==> src/crmp_pkg.sv <==
// Shared widths, constants and register codes for the cosine radial mode pixel block
`default_nettype none
package crmp_pkg;

  // Field and register widths
  localparam int SIZE_W   = 11;
  localparam int INV_W    = 21;
  localparam int RLIM_W   = 24;
  localparam int MODE_W   = 8;
  localparam int COORD_W  = 10;
  localparam int VAL_W    = 16;
  localparam int CFG_IDX_W  = 2;
  localparam int CFG_DATA_W = 24;

  // Radius path widths
  localparam int OFS_W   = 12;  // signed half-pixel offset
  localparam int DSQ_W   = 24;  // dx*dx + dy*dy
  localparam int P_W     = 45;  // D * inv_radius
  localparam int P_LO_W  = 23;  // low slice of P for the split product
  localparam int P_HI_W  = P_W - P_LO_W;
  localparam int FULL_W  = 66;  // D * inv_radius^2
  localparam int Q_W     = 58;  // square root operand below saturation
  localparam int ROOT_W  = 29;  // square root result
  localparam int R_W     = 24;  // normalised radius, Q8.16
  localparam int RAD_STAGES  = 5;
  localparam int SQRT_STAGES = ROOT_W;
  localparam int COS_STAGES  = 11;

  // Cosine path widths and constants
  localparam int PH_W   = 17;   // phase in Q16 half-turns, modulo one full turn
  localparam int ANG_W  = 31;   // folded angle in Q30
  localparam int U2_W   = 32;
  localparam int FRAC_BITS = 15;
  localparam logic [31:0]       PI_Q30  = 32'd3373259426;
  localparam logic [ANG_W-1:0]  ONE_Q30 = 31'h4000_0000;
  // Exact reciprocals: floor(x/d) = (x*M) >> S for x below 2^N
  localparam logic [29:0] RECIP_7  = 30'd613566757;   // N = 29, S = 32
  localparam logic [31:0] RECIP_15 = 32'd2290649225;  // N = 31, S = 35
  localparam logic [30:0] RECIP_3  = 31'd1431655766;  // N = 30, S = 32

  // Configuration register codes
  localparam logic [CFG_IDX_W-1:0] CFG_IMAGE_SIZE   = 2'd0;
  localparam logic [CFG_IDX_W-1:0] CFG_INV_RADIUS   = 2'd1;
  localparam logic [CFG_IDX_W-1:0] CFG_RADIUS_LIMIT = 2'd2;

  localparam logic [SIZE_W-1:0] IMAGE_SIZE_RST   = 11'd256;
  localparam logic [INV_W-1:0]  INV_RADIUS_RST   = 21'd8192;
  localparam logic [RLIM_W-1:0] RADIUS_LIMIT_RST = 24'd65536;

endpackage
`default_nettype wire

==> src/crmp_sqrt.sv <==
// Pipelined restoring square root, one result bit per stage, giving the Q8.16 radius
`default_nettype none
module crmp_sqrt (
  input  wire logic                         clk,
  input  wire logic                         rst,
  input  wire logic                         in_valid,
  input  wire logic [crmp_pkg::MODE_W-1:0]  in_mode,
  input  wire logic [crmp_pkg::Q_W-1:0]     in_q,
  input  wire logic                         in_sat,
  output logic                              out_valid,
  output logic [crmp_pkg::MODE_W-1:0]       out_mode,
  output logic [crmp_pkg::R_W-1:0]          out_radius
);
  import crmp_pkg::*;

  logic               valid [SQRT_STAGES+1];
  logic [MODE_W-1:0]  mode  [SQRT_STAGES+1];
  logic               sat   [SQRT_STAGES+1];
  logic [Q_W-1:0]     rem   [SQRT_STAGES+1];
  logic [ROOT_W-1:0]  root  [SQRT_STAGES+1];

  assign valid[0] = in_valid;
  assign mode[0]  = in_mode;
  assign sat[0]   = in_sat;
  assign rem[0]   = in_q;
  assign root[0]  = '0;

  for (genvar j = 0; j < SQRT_STAGES; j++) begin : g_stage
    localparam int B = SQRT_STAGES - 1 - j;
    logic [Q_W-1:0] trial;
    logic           take;

    // Try the next root bit against the remainder
    assign trial = (Q_W'(root[j]) << (B + 1)) | (Q_W'(1) << (2 * B));
    assign take  = rem[j] >= trial;

    always_ff @(posedge clk) begin
      if (rst) begin
        valid[j+1] <= 1'b0;
      end else begin
        valid[j+1] <= valid[j];
      end
    end

    always_ff @(posedge clk) begin
      mode[j+1] <= mode[j];
      sat[j+1]  <= sat[j];
      rem[j+1]  <= take ? rem[j] - trial : rem[j];
      root[j+1] <= take ? root[j] | (ROOT_W'(1) << B) : root[j];
    end
  end

  // Drop the five extra fraction bits, or pin at the top on overflow
  assign out_valid  = valid[SQRT_STAGES];
  assign out_mode   = mode[SQRT_STAGES];
  assign out_radius = sat[SQRT_STAGES] ? {R_W{1'b1}} : root[SQRT_STAGES][ROOT_W-1:ROOT_W-R_W];

endmodule
`default_nettype wire

==> config.mk <==
export PLATFORM = sky130hd
export DESIGN_NAME = crmp_sqrt
export DESIGN_NICKNAME = d
export VERILOG_FILES = /design/src/crmp_pkg.sv /design/src/crmp_sqrt.sv
export SDC_FILE = /design/constraint.sdc
export NUM_CORES = 2
export LEC_CHECK = 0
export BUFFER_PORTS_ARGS = -buffer_cell sky130_fd_sc_hd__buf_4
export CORE_UTILIZATION = 25
export CTS_CLUSTER_DIAMETER = 60
export DETAILED_ROUTE_END_ITERATION = 10
export HOLD_SLACK_MARGIN = 0.06
export SLEW_MARGIN = 20
export SYNTH_ARGS = -nofsm -noshare
export SYNTH_HDL_FRONTEND = slang
export SYNTH_SLANG_ARGS = --single-unit
==> constraint.sdc <==
create_clock -name clk -period 3.5 [get_ports clk]
set_input_delay 0.35 -clock clk [delete_from_list [all_inputs] [get_ports clk]]
set_output_delay 0.35 -clock clk [all_outputs]
set_load 0.01 [all_outputs]
==> run metrics <==
outcome finished, violations left; failing checks DRC; Num CTS Buffers 198; # IOs 103; RR Endpoint rem[405]; most common library cells after synthesis dfxtp_1 (2,044), inv_1 (382), nor2_1 (337); # DRC 14; Synth cell types 94; top cell type's share of synthesized area 61.4%; final instance area ~80,000 um^2; DRT iter0 DRCs 1,760; I/O Buffers ~100; DP Wirelength around 100,000 um; via count 42,114; WL final ~140,000 um; mean number of vias per cell between 4 and 5; final core utilization between 30 and 40%; area delta synth->final 20.1%; Worst EP arrival 4.07 ns; clock-pin slew on the worst setup and hold paths approximately 0.060 ns; Max transition margin 44.3%; skew final 0.0724 ns; H-tree lvl count 4; Post-Syn Instances 5,991; Cell Area, Synth between 60,000 and 70,000 um^2; P per Cell Area just over 800 nW/um^2; LEAKAGE 34.8 nW; routability cong. 0.851; Setup crit end rem[405]; Post-Layout Cell Count slightly above 10,000; Peak VDD IR around 0.47 mV; synth warn 0; DP Area between 70,000 and 80,000 um^2; Wirelength per Cell 13.5 um; Avg Synthesized Cell Area approximately 11 um^2; gr usage total 10.0%; Worst R2R Start g_stage[22].trial[25]; asr flop ratio synth 0%; setup-violating endpoint count in the final report 0; Initial Util 25.1%; Syn Nets approximately 6,400; Seq/Total Area, Yosys 61.4%; crit-path cells inv_1, ha_1, a21oi_1, a21boi_0, a2111oi_1, buf_4, a21oi_1, o21a_1, a2111oi_4, nand4b_1, xnor2_1; layout cells sized above 1 between 10% and 20%; Row Count 189; CTS tree built; maximum clock path buffer count 3; unrepaired setup endpoints after global routing false; final worst path period share between 90% and 100%; most used cell, CP a21oi_1; crit path max-delay cell type a2111oi_4; Setup crit start kind flip-flop; synthesis-stage register bit count 2,044; area of the core 265,000 um^2; ys flop type dfxtp_1; chip width 518 um; largest net degree at the start of global routing 44; Slew @ Worst Pin 0.822 ns; Worst EP required around 4.2 ns; worst setup path start g_stage[22].trial[25]; CP Max Fanout 8; gr ovfl total 0; drt first pass iters 8; Worst setup EP type flip-flop; critical path class flip-flop to flip-flop; endpoints failing hold 0; placed insts between 9,000 and 10,000; antenna-violating nets left 0; Clock Root Buffer clkbuf_16; Worst R2R Setup Slack 0.15 ns; Fmax 0.299 GHz; Die H 518 um; Post-synth EDFFs 0; number of global-route vias before repair roughly 44,000; Hold/Removal Path Class primary input to flip-flop; Largest stage delay, worst path between 0.5 and 0.6 ns; post-layout min period 3.35 ns; most common cell in the netlist dfxtp_1; total power 65.9 mW; ranking of synthesized cells by area dfxtp_1 (61%), ha_1 (6.0%), xnor2_1 (3.4%); worst skew pair latency 0.86 ns; MaxCap Viol Count 0; clk sinks between 2,000 and 2,500; Final Slew Violations 0; worst r2r path cells 11; first-pass GRT wire length 221,000 um; cell taking the most area after synthesis dfxtp_1; Layout Nets 6,757; initial antenna violation count 2; Die ar. 269,000 um^2
-- worst max-delay path, delay by kind of cell (launching register included) --
family	cells	cell delay, ns
AOI/OAI and AO/OA	6	1.95
xor gates and xnor gates	1	0.16
buffers and inverters	2	0.26
DFF	1	0.34
and+or+nand+nor	1	0.18
adders and majority gates	1	0.37
-- layout by cell type, fill, tap and decap left out, types with 63 or more instances in the layout --
cell / count
inv_1: 382
nor2_1: 337
xnor2_1: 261
buf_4: 202
nand4_1: 86
nand2_1: 294
dfxtp_1: 2044
a21o_1: 113
clkbuf_16: 198
xor2_1: 215
a21oi_1: 306
nor2b_1: 66
nor3_1: 153
nor4_1: 226
o21ai_0: 205
nand3_1: 99
ha_1: 320
dlygate4sd3_1: 71
nand2b_1: 63
o21a_1: 65
-- per-stage QoR --
stage	setup WS [ns]	TNS, ns	hold slack, ns
2_1_floorplan	0.366	0	0.310
3_3_place_gp	-0.441	-4.66	0.310
3_5_place_dp	-0.397	-2.99	0.312
4_1_cts	0.0476	0	0.0711
5_1_grt	0.0371	0	0.0974
6_report	0.155	0	0.157
-- cell families after synthesis --
kind of cell / share of synthesized area, %
mux: 1.43
compound gates: 8.83
buf+inv: 2.86
xor+xnor: 6.26
flops: 61.4
simple gates: 13.2
fa+ha+maj: 6.01
-- power breakdown --
part	switching (mW)	internal [mW]	total (mW)
Clock	9.16	12.8	22.0
Sequential	2.94	27.4	30.4
Combinational	7.29	6.33	13.6
Total	19.4	46.6	65.9
-- metal layers --
| layer | track usage [%] | vias up | share of wire (%) |
|---|---|---|---|
| met5 | 0 | - | 0 |
| met3 | 1.79 | 421 | 3.4 |
| met2 | 18.6 | 816 | 50 |
| met1 | 10.2 | 19386 | 40 |
| met4 | 6.57 | 0 | 6.2 |
| li1 | - | 21491 | - |
-- worst min-delay path by stage --
stage,start,endpoint,slack (ns),cells past startpoint
finish,in_q[21],rem[1645],0.16,2
CTS,in_q[7],rem[1631],0.07,2
detailed placement,g_stage[24].trial[12],g_stage[25].trial[11],0.31,0
global placement,mode[83],mode[75],0.31,0
global route,in_mode[7],mode[231],0.1,2
floorplan,g_stage[24].trial[11],g_stage[25].trial[10],0.31,0
-- timing repair --
action                                 4_1_cts  5_1_grt
pin swaps                                    1        2
setup endpoints to repair                   42       16
endpoints found under the hold margin       97        0
resized for setup                            3        3
hold buffers                                71        0
setup buffers                                0        1
-- registers in the layout, summed over array words and instances, names as in the netlist --
name           cells
g_stage.trial    396
out_valid          1
rem             1334
mode             224
out_mode           8
sat               29
root              24
valid             28
-- layout make-up --
cell class              count  area (um^2)
flip-flops and latches   2044        40900
inverters                 387         1450
diodes                      3         7.51
clock inverters            95         1450
repair buffers            279         2350
clock buffers             271         5560
well taps                3533         4420
fillers                 26669       185000
multi-input cells        3457        23900
(Power assumes the default switching activity.)
