**src/crmp_pkg.sv**
```systemverilog
// Shared widths, constants and register codes for the cosine radial mode pixel block
`default_nettype none
package crmp_pkg;

  // Field and register widths
  localparam int SIZE_W   = 11;
  localparam int INV_W    = 21;
  localparam int RLIM_W   = 24;
  localparam int MODE_W   = 8;
  localparam int COORD_W  = 10;
  localparam int VAL_W    = 16;
  localparam int CFG_IDX_W  = 2;
  localparam int CFG_DATA_W = 24;

  // Radius path widths
  localparam int OFS_W   = 12;  // signed half-pixel offset
  localparam int DSQ_W   = 24;  // dx*dx + dy*dy
  localparam int P_W     = 45;  // D * inv_radius
  localparam int P_LO_W  = 23;  // low slice of P for the split product
  localparam int P_HI_W  = P_W - P_LO_W;
  localparam int FULL_W  = 66;  // D * inv_radius^2
  localparam int Q_W     = 58;  // square root operand below saturation
  localparam int ROOT_W  = 29;  // square root result
  localparam int R_W     = 24;  // normalised radius, Q8.16
  localparam int RAD_STAGES  = 5;
  localparam int SQRT_STAGES = ROOT_W;
  localparam int COS_STAGES  = 11;

  // Cosine path widths and constants
  localparam int PH_W   = 17;   // phase in Q16 half-turns, modulo one full turn
  localparam int ANG_W  = 31;   // folded angle in Q30
  localparam int U2_W   = 32;
  localparam int FRAC_BITS = 15;
  localparam logic [31:0]       PI_Q30  = 32'd3373259426;
  localparam logic [ANG_W-1:0]  ONE_Q30 = 31'h4000_0000;
  // Exact reciprocals: floor(x/d) = (x*M) >> S for x below 2^N
  localparam logic [29:0] RECIP_7  = 30'd613566757;   // N = 29, S = 32
  localparam logic [31:0] RECIP_15 = 32'd2290649225;  // N = 31, S = 35
  localparam logic [30:0] RECIP_3  = 31'd1431655766;  // N = 30, S = 32

  // Configuration register codes
  localparam logic [CFG_IDX_W-1:0] CFG_IMAGE_SIZE   = 2'd0;
  localparam logic [CFG_IDX_W-1:0] CFG_INV_RADIUS   = 2'd1;
  localparam logic [CFG_IDX_W-1:0] CFG_RADIUS_LIMIT = 2'd2;

  localparam logic [SIZE_W-1:0] IMAGE_SIZE_RST   = 11'd256;
  localparam logic [INV_W-1:0]  INV_RADIUS_RST   = 21'd8192;
  localparam logic [RLIM_W-1:0] RADIUS_LIMIT_RST = 24'd65536;

endpackage
`default_nettype wire

```
**src/crmp_radius.sv**
```systemverilog
// Offset, squared distance and scaling by the squared reciprocal radius
`default_nettype none
module crmp_radius (
  input  wire logic                          clk,
  input  wire logic                          rst,
  input  wire logic                          in_valid,
  input  wire logic [crmp_pkg::MODE_W-1:0]   in_mode,
  input  wire logic [crmp_pkg::COORD_W-1:0]  in_column,
  input  wire logic [crmp_pkg::COORD_W-1:0]  in_row,
  input  wire logic [crmp_pkg::SIZE_W-1:0]   image_size,
  input  wire logic [crmp_pkg::INV_W-1:0]    inv_radius,
  output logic                               out_valid,
  output logic [crmp_pkg::MODE_W-1:0]        out_mode,
  output logic [crmp_pkg::Q_W-1:0]           out_q,
  output logic                               out_sat
);
  import crmp_pkg::*;

  logic [RAD_STAGES-1:0]    valid;
  logic [MODE_W-1:0]        mode [RAD_STAGES];
  logic signed [OFS_W-1:0]  dx, dy, dx_next, dy_next;
  logic signed [DSQ_W-1:0]  sqx, sqy;
  logic [DSQ_W-1:0]         dsq;
  logic [P_W-1:0]           prod;
  logic [P_HI_W+INV_W-1:0]  prod_hi;
  logic [P_LO_W+INV_W-1:0]  prod_lo;
  logic [FULL_W-1:0]        full_next;
  logic [Q_W-1:0]           q;
  logic                     sat;

  // Half-pixel offsets from the centre
  assign dx_next = $signed({1'b0, in_column, 1'b0}) - $signed({1'b0, image_size});
  assign dy_next = $signed({1'b0, in_row, 1'b0}) - $signed({1'b0, image_size});
  assign sqx = dx * dx;
  assign sqy = dy * dy;
  assign full_next = (FULL_W'(prod_hi) << P_LO_W) + FULL_W'(prod_lo);

  // Advance the valid bits
  always_ff @(posedge clk) begin
    if (rst) begin
      valid <= '0;
    end else begin
      valid <= {valid[RAD_STAGES-2:0], in_valid};
    end
  end

  // Payload stages
  always_ff @(posedge clk) begin
    mode[0] <= in_mode;
    for (int s = 1; s < RAD_STAGES; s++) begin
      mode[s] <= mode[s-1];
    end
    dx      <= dx_next;
    dy      <= dy_next;
    dsq     <= DSQ_W'($unsigned(sqx)) + DSQ_W'($unsigned(sqy));
    prod    <= P_W'(dsq) * P_W'(inv_radius);
    prod_hi <= (P_HI_W+INV_W)'(prod[P_W-1:P_LO_W]) * (P_HI_W+INV_W)'(inv_radius);
    prod_lo <= (P_LO_W+INV_W)'(prod[P_LO_W-1:0]) * (P_LO_W+INV_W)'(inv_radius);
    q       <= full_next[Q_W-1:0];
    sat     <= |full_next[FULL_W-1:Q_W];
  end

  assign out_valid = valid[RAD_STAGES-1];
  assign out_mode  = mode[RAD_STAGES-1];
  assign out_q     = q;
  assign out_sat   = sat;

endmodule
`default_nettype wire

```
**config.mk**
```make
export PLATFORM = sky130hd
export DESIGN_NAME = crmp_radius
export DESIGN_NICKNAME = d
export VERILOG_FILES = /design/src/crmp_pkg.sv /design/src/crmp_radius.sv
export SDC_FILE = /design/constraint.sdc
export NUM_CORES = 2
export LEC_CHECK = 0
export ABC_CLOCK_PERIOD_IN_PS = 8000
export BUFFER_PORTS_ARGS = -buffer_cell sky130_fd_sc_hd__buf_2
export CAP_MARGIN = 20
export CORE_ASPECT_RATIO = 2
export CORE_MARGIN = 2
export CORE_UTILIZATION = 40
export CTS_BUF_LIST = sky130_fd_sc_hd__clkbuf_2
export DETAILED_ROUTE_END_ITERATION = 12
export PLACE_DENSITY = 0.6
export SLEW_MARGIN = 10
export SYNTH_ARGS = -nofsm -noshare
export SYNTH_HDL_FRONTEND = slang
export SYNTH_SLANG_ARGS = --single-unit
```
**constraint.sdc**
```tcl
create_clock -name clk -period 8 [get_ports clk]
set_input_delay 0.8 -clock clk [delete_from_list [all_inputs] [get_ports clk]]
set_output_delay 0.8 -clock clk [all_outputs]
set_load 0.01 [all_outputs]
```
==> flow_summary.json <==
{
  "status": "completed",
  "clk_latency_ns": 1.40,
  "crit_required_ns": 9.11,
  "antenna_found_initial": 11,
  "maxSlewHeadroom_pct": 26.54,
  "worstHoldStart": "image_size[0]",
  "hold_viol": 0,
  "max_freq_mhz": 130.4,
  "drt.antenna.violating_nets": 0,
  "ctsLongestPathBuffers": 3,
  "cts_root_buf": "clkbuf_2",
  "crit_path_start_kind": "flop",
  "whs_ns": 0.1493,
  "slowest_delay_ns": 0.74,
  "num_rows": 207,
  "synth_edf_count": 0,
  "synth-main-ff-cell": "dfxtp_1",
  "die_area_um2": 163000,
  "vias": 45640,
  "syn-cell-area_um2": 63840,
  "drtIter0Drc": 1640,
  "vias_per_cell": 4.967,
  "crit_arrival_ns": 8.78,
  "cts_buffers": 76,
  "die_x_um": 286.5,
  "grt.total_usage_pct": 21.81,
  "synth_cell_types": 73,
  "initial_core_util_pct": 40.21,
  "grt.overflow.total": 0,
  "htreeDepth": 3,
  "grt_max_degree": 46,
  "grt_pass1_wl_um": 273300,
  "synth_cells": 6824,
  "drv_cap": 0,
  "gp_congestion": 0.8992,
  "ys_ff_latch": 279,
  "wl_um": 172700,
  "drc": 0,
  "hp-class": "primary input to flop",
  "fin_util_pct": 43.78,
  "yosys_warnings": 0,
  "die_y_um": 569.0,
  "slowest_stage": "o31ai_1",
  "final_layout_size_suffix_gt1_share_pct": 6.925,
  "n_fill_cell": 15530,
  "ys_seq_area_share_pct": 8.749,
  "rsz0062_at_grt": "no",
  "core-area_um2": 158800,
  "dr.pass1.iters": 5,
  "finClkSkew_ns": 0.2699,
  "slew_viol_final": 0,
  "worst_pin_slew_ns": 1.090,
  "critPathCaptureType": "flop",
  "crit_type": "flop to flop",
  "period_needed_ns": 7.669,
  "clkTransAtPathRegs_ns": 0.11,
  "route.detailed.wl_per_inst_um": 18.79,
  "nets": 9140,
  "regToRegSetupSlack_ns": 0.33,
  "reg2reg_from": "dsq[12]$_DFF_P_",
  "async_flop_share_pct": 0,
  "synth.avg_cell_area_um2": 9.355,
  "place.port_buffers": 129,
  "crit_start": "dsq[12]$_DFF_P_",
  "cts_sinks": 279,
  "io-pin-count": 131,
  "crit_chain": "and2_1 > fa_1 > fa_1 > inv_1 > fa_1 > inv_1 > fa_1 > fa_1 > fa_1 > inv_1 > fa_1 > inv_1 > ha_1 > nand2_1 > nor2_1 > nand4_1 > o31ai_1 > a41oi_1 > buf_4 > o41ai_2 > o31ai_4 > a2bb2oi_1 > o21ai_1 > xor2_1",
  "setup_viol": 0,
  "dp_hpwl_um": 146000,
  "area_growth_pct": 8.873,
  "grt_pass1_vias": 52660,
  "crit_top_cell": "fa_1",
  "crit_fanout": 10,
  "cts_tree": "built",
  "timing.final.crit_share_pct": 95.86
}
## routing by layer
metal  global-route usage (%)  wire length (um)
met1                    19.58             53430
met2                    44.30            100600
met5                        0               106
met4                    14.06             12550
met3                    2.724              6002
## cell usage after synthesis, drive strengths merged, types with 52 or more instances
master | n | area, um^2
a21o | 75 | 563.0
a21oi | 130 | 650.6
and2 | 811 | 5074
clkbuf | 313 | 1175
dfxtp | 279 | 5585
fa | 1467 | 29370
ha | 576 | 7207
inv | 1602 | 6013
nand2 | 815 | 3059
nor2 | 111 | 416.7
o21ai | 78 | 394.1
xnor2 | 145 | 1270
xor2 | 52 | 455.4
## worst max-delay path, delay by kind of cell, from the launching register on
kind	cells	cell delay, ns
compound gates	6	1.93
xor+xnor	1	0.15
flops	1	0.71
fa+ha+maj	8	3.70
buf+inv	5	0.39
simple gates	4	0.57
## logic make-up (layout without fill, tap and decap cells)
kind of cell	count (synthesis)	count (layout)	share of synthesized area, %
adder cells (fa/ha/maj)	2043	2043	57.29
XOR/XNOR	197	197	2.703
buffers and inverters	1925	2158	11.37
flip-flops	279	279	8.749
AND/OR/NAND/NOR	1929	1929	15.22
other	2	42	0.01176
AO/OA/AOI/OAI	445	445	4.590
multiplexers	4	4	0.06468
## cell type report
class	instances	area [um^2]	area share, %
clock buffers	95	475.5	0.6841
clock inverters	39	392.9	0.5653
inverters	1602	6013	8.652
diodes	7	17.52	0.02520
flip-flops and latches	279	5595	8.051
multi-input cells	4653	51120	73.55
repair buffers	422	3276	4.713
well taps	2090	2615	3.762
## registers in the layout, summed over array words and instances, names as in the netlist
signal	count
out_q	57
prod	44
prod_hi	43
prod_lo	43
mode	40
dsq	23
dy	12
dx	11
valid	5
out_sat	1
## layout by cell type, fill, tap and decap left out, types with 10 or more instances in the layout
| cell type | count |
|---|---|
| a31oi_1 | 14 |
| o211ai_1 | 10 |
| a211o_1 | 13 |
| fa_1 | 1467 |
| ha_1 | 576 |
| clkinv_1 | 14 |
| xnor2_1 | 145 |
| nand3_1 | 29 |
| nand2b_1 | 32 |
| clkbuf_2 | 95 |
| clkinv_2 | 12 |
| a211oi_1 | 12 |
| inv_1 | 1602 |
| a21boi_0 | 12 |
| o21ai_0 | 73 |
| nor3_1 | 24 |
| nor2_1 | 111 |
| and2_1 | 811 |
| xor2_1 | 52 |
| buf_2 | 129 |
| buf_4 | 193 |
| dlygate4sd3_1 | 82 |
| and3_1 | 25 |
| nand2_1 | 815 |
| conb_1 | 35 |
| a21oi_1 | 130 |
| nor2b_1 | 31 |
| nand4_1 | 16 |
| a21o_1 | 75 |
| o21bai_1 | 25 |
| o21a_1 | 28 |
| buf_12 | 18 |
| dfxtp_1 | 271 |
## stage by stage
stage                     instance area, um^2  TNS [ns]  setup slack, ns  cells
final                                   69500         0           0.3314   9187
after global placement                  67790    -1.042          -0.2387   8964
after global routing                    69500         0         0.009466   9184
after floorplan                         63960         0           0.6164   6857
after detailed placement                67790    -1.265          -0.2689   8964
after CTS                               69480         0          0.05345   9180
## path summary, 6_finish.rpt
kind	endpoint	cells after the start
max reg2reg	prod[43]$_DFF_P_	24
min	dy[0]$_DFF_P_	2
min reg2reg	out_q[16]$_DFF_P_	0
max	prod[43]$_DFF_P_	24
## what timing repair did
action	in CTS	in global routing
hold buffers	82	0
resized for setup	0	8
endpoints found under the setup margin	0	8
hold endpoints to repair	36	0
setup buffers	0	0
Power is not shown: default switching activity piles up to over one toggle a cycle in this logic, so the estimate is an artifact.
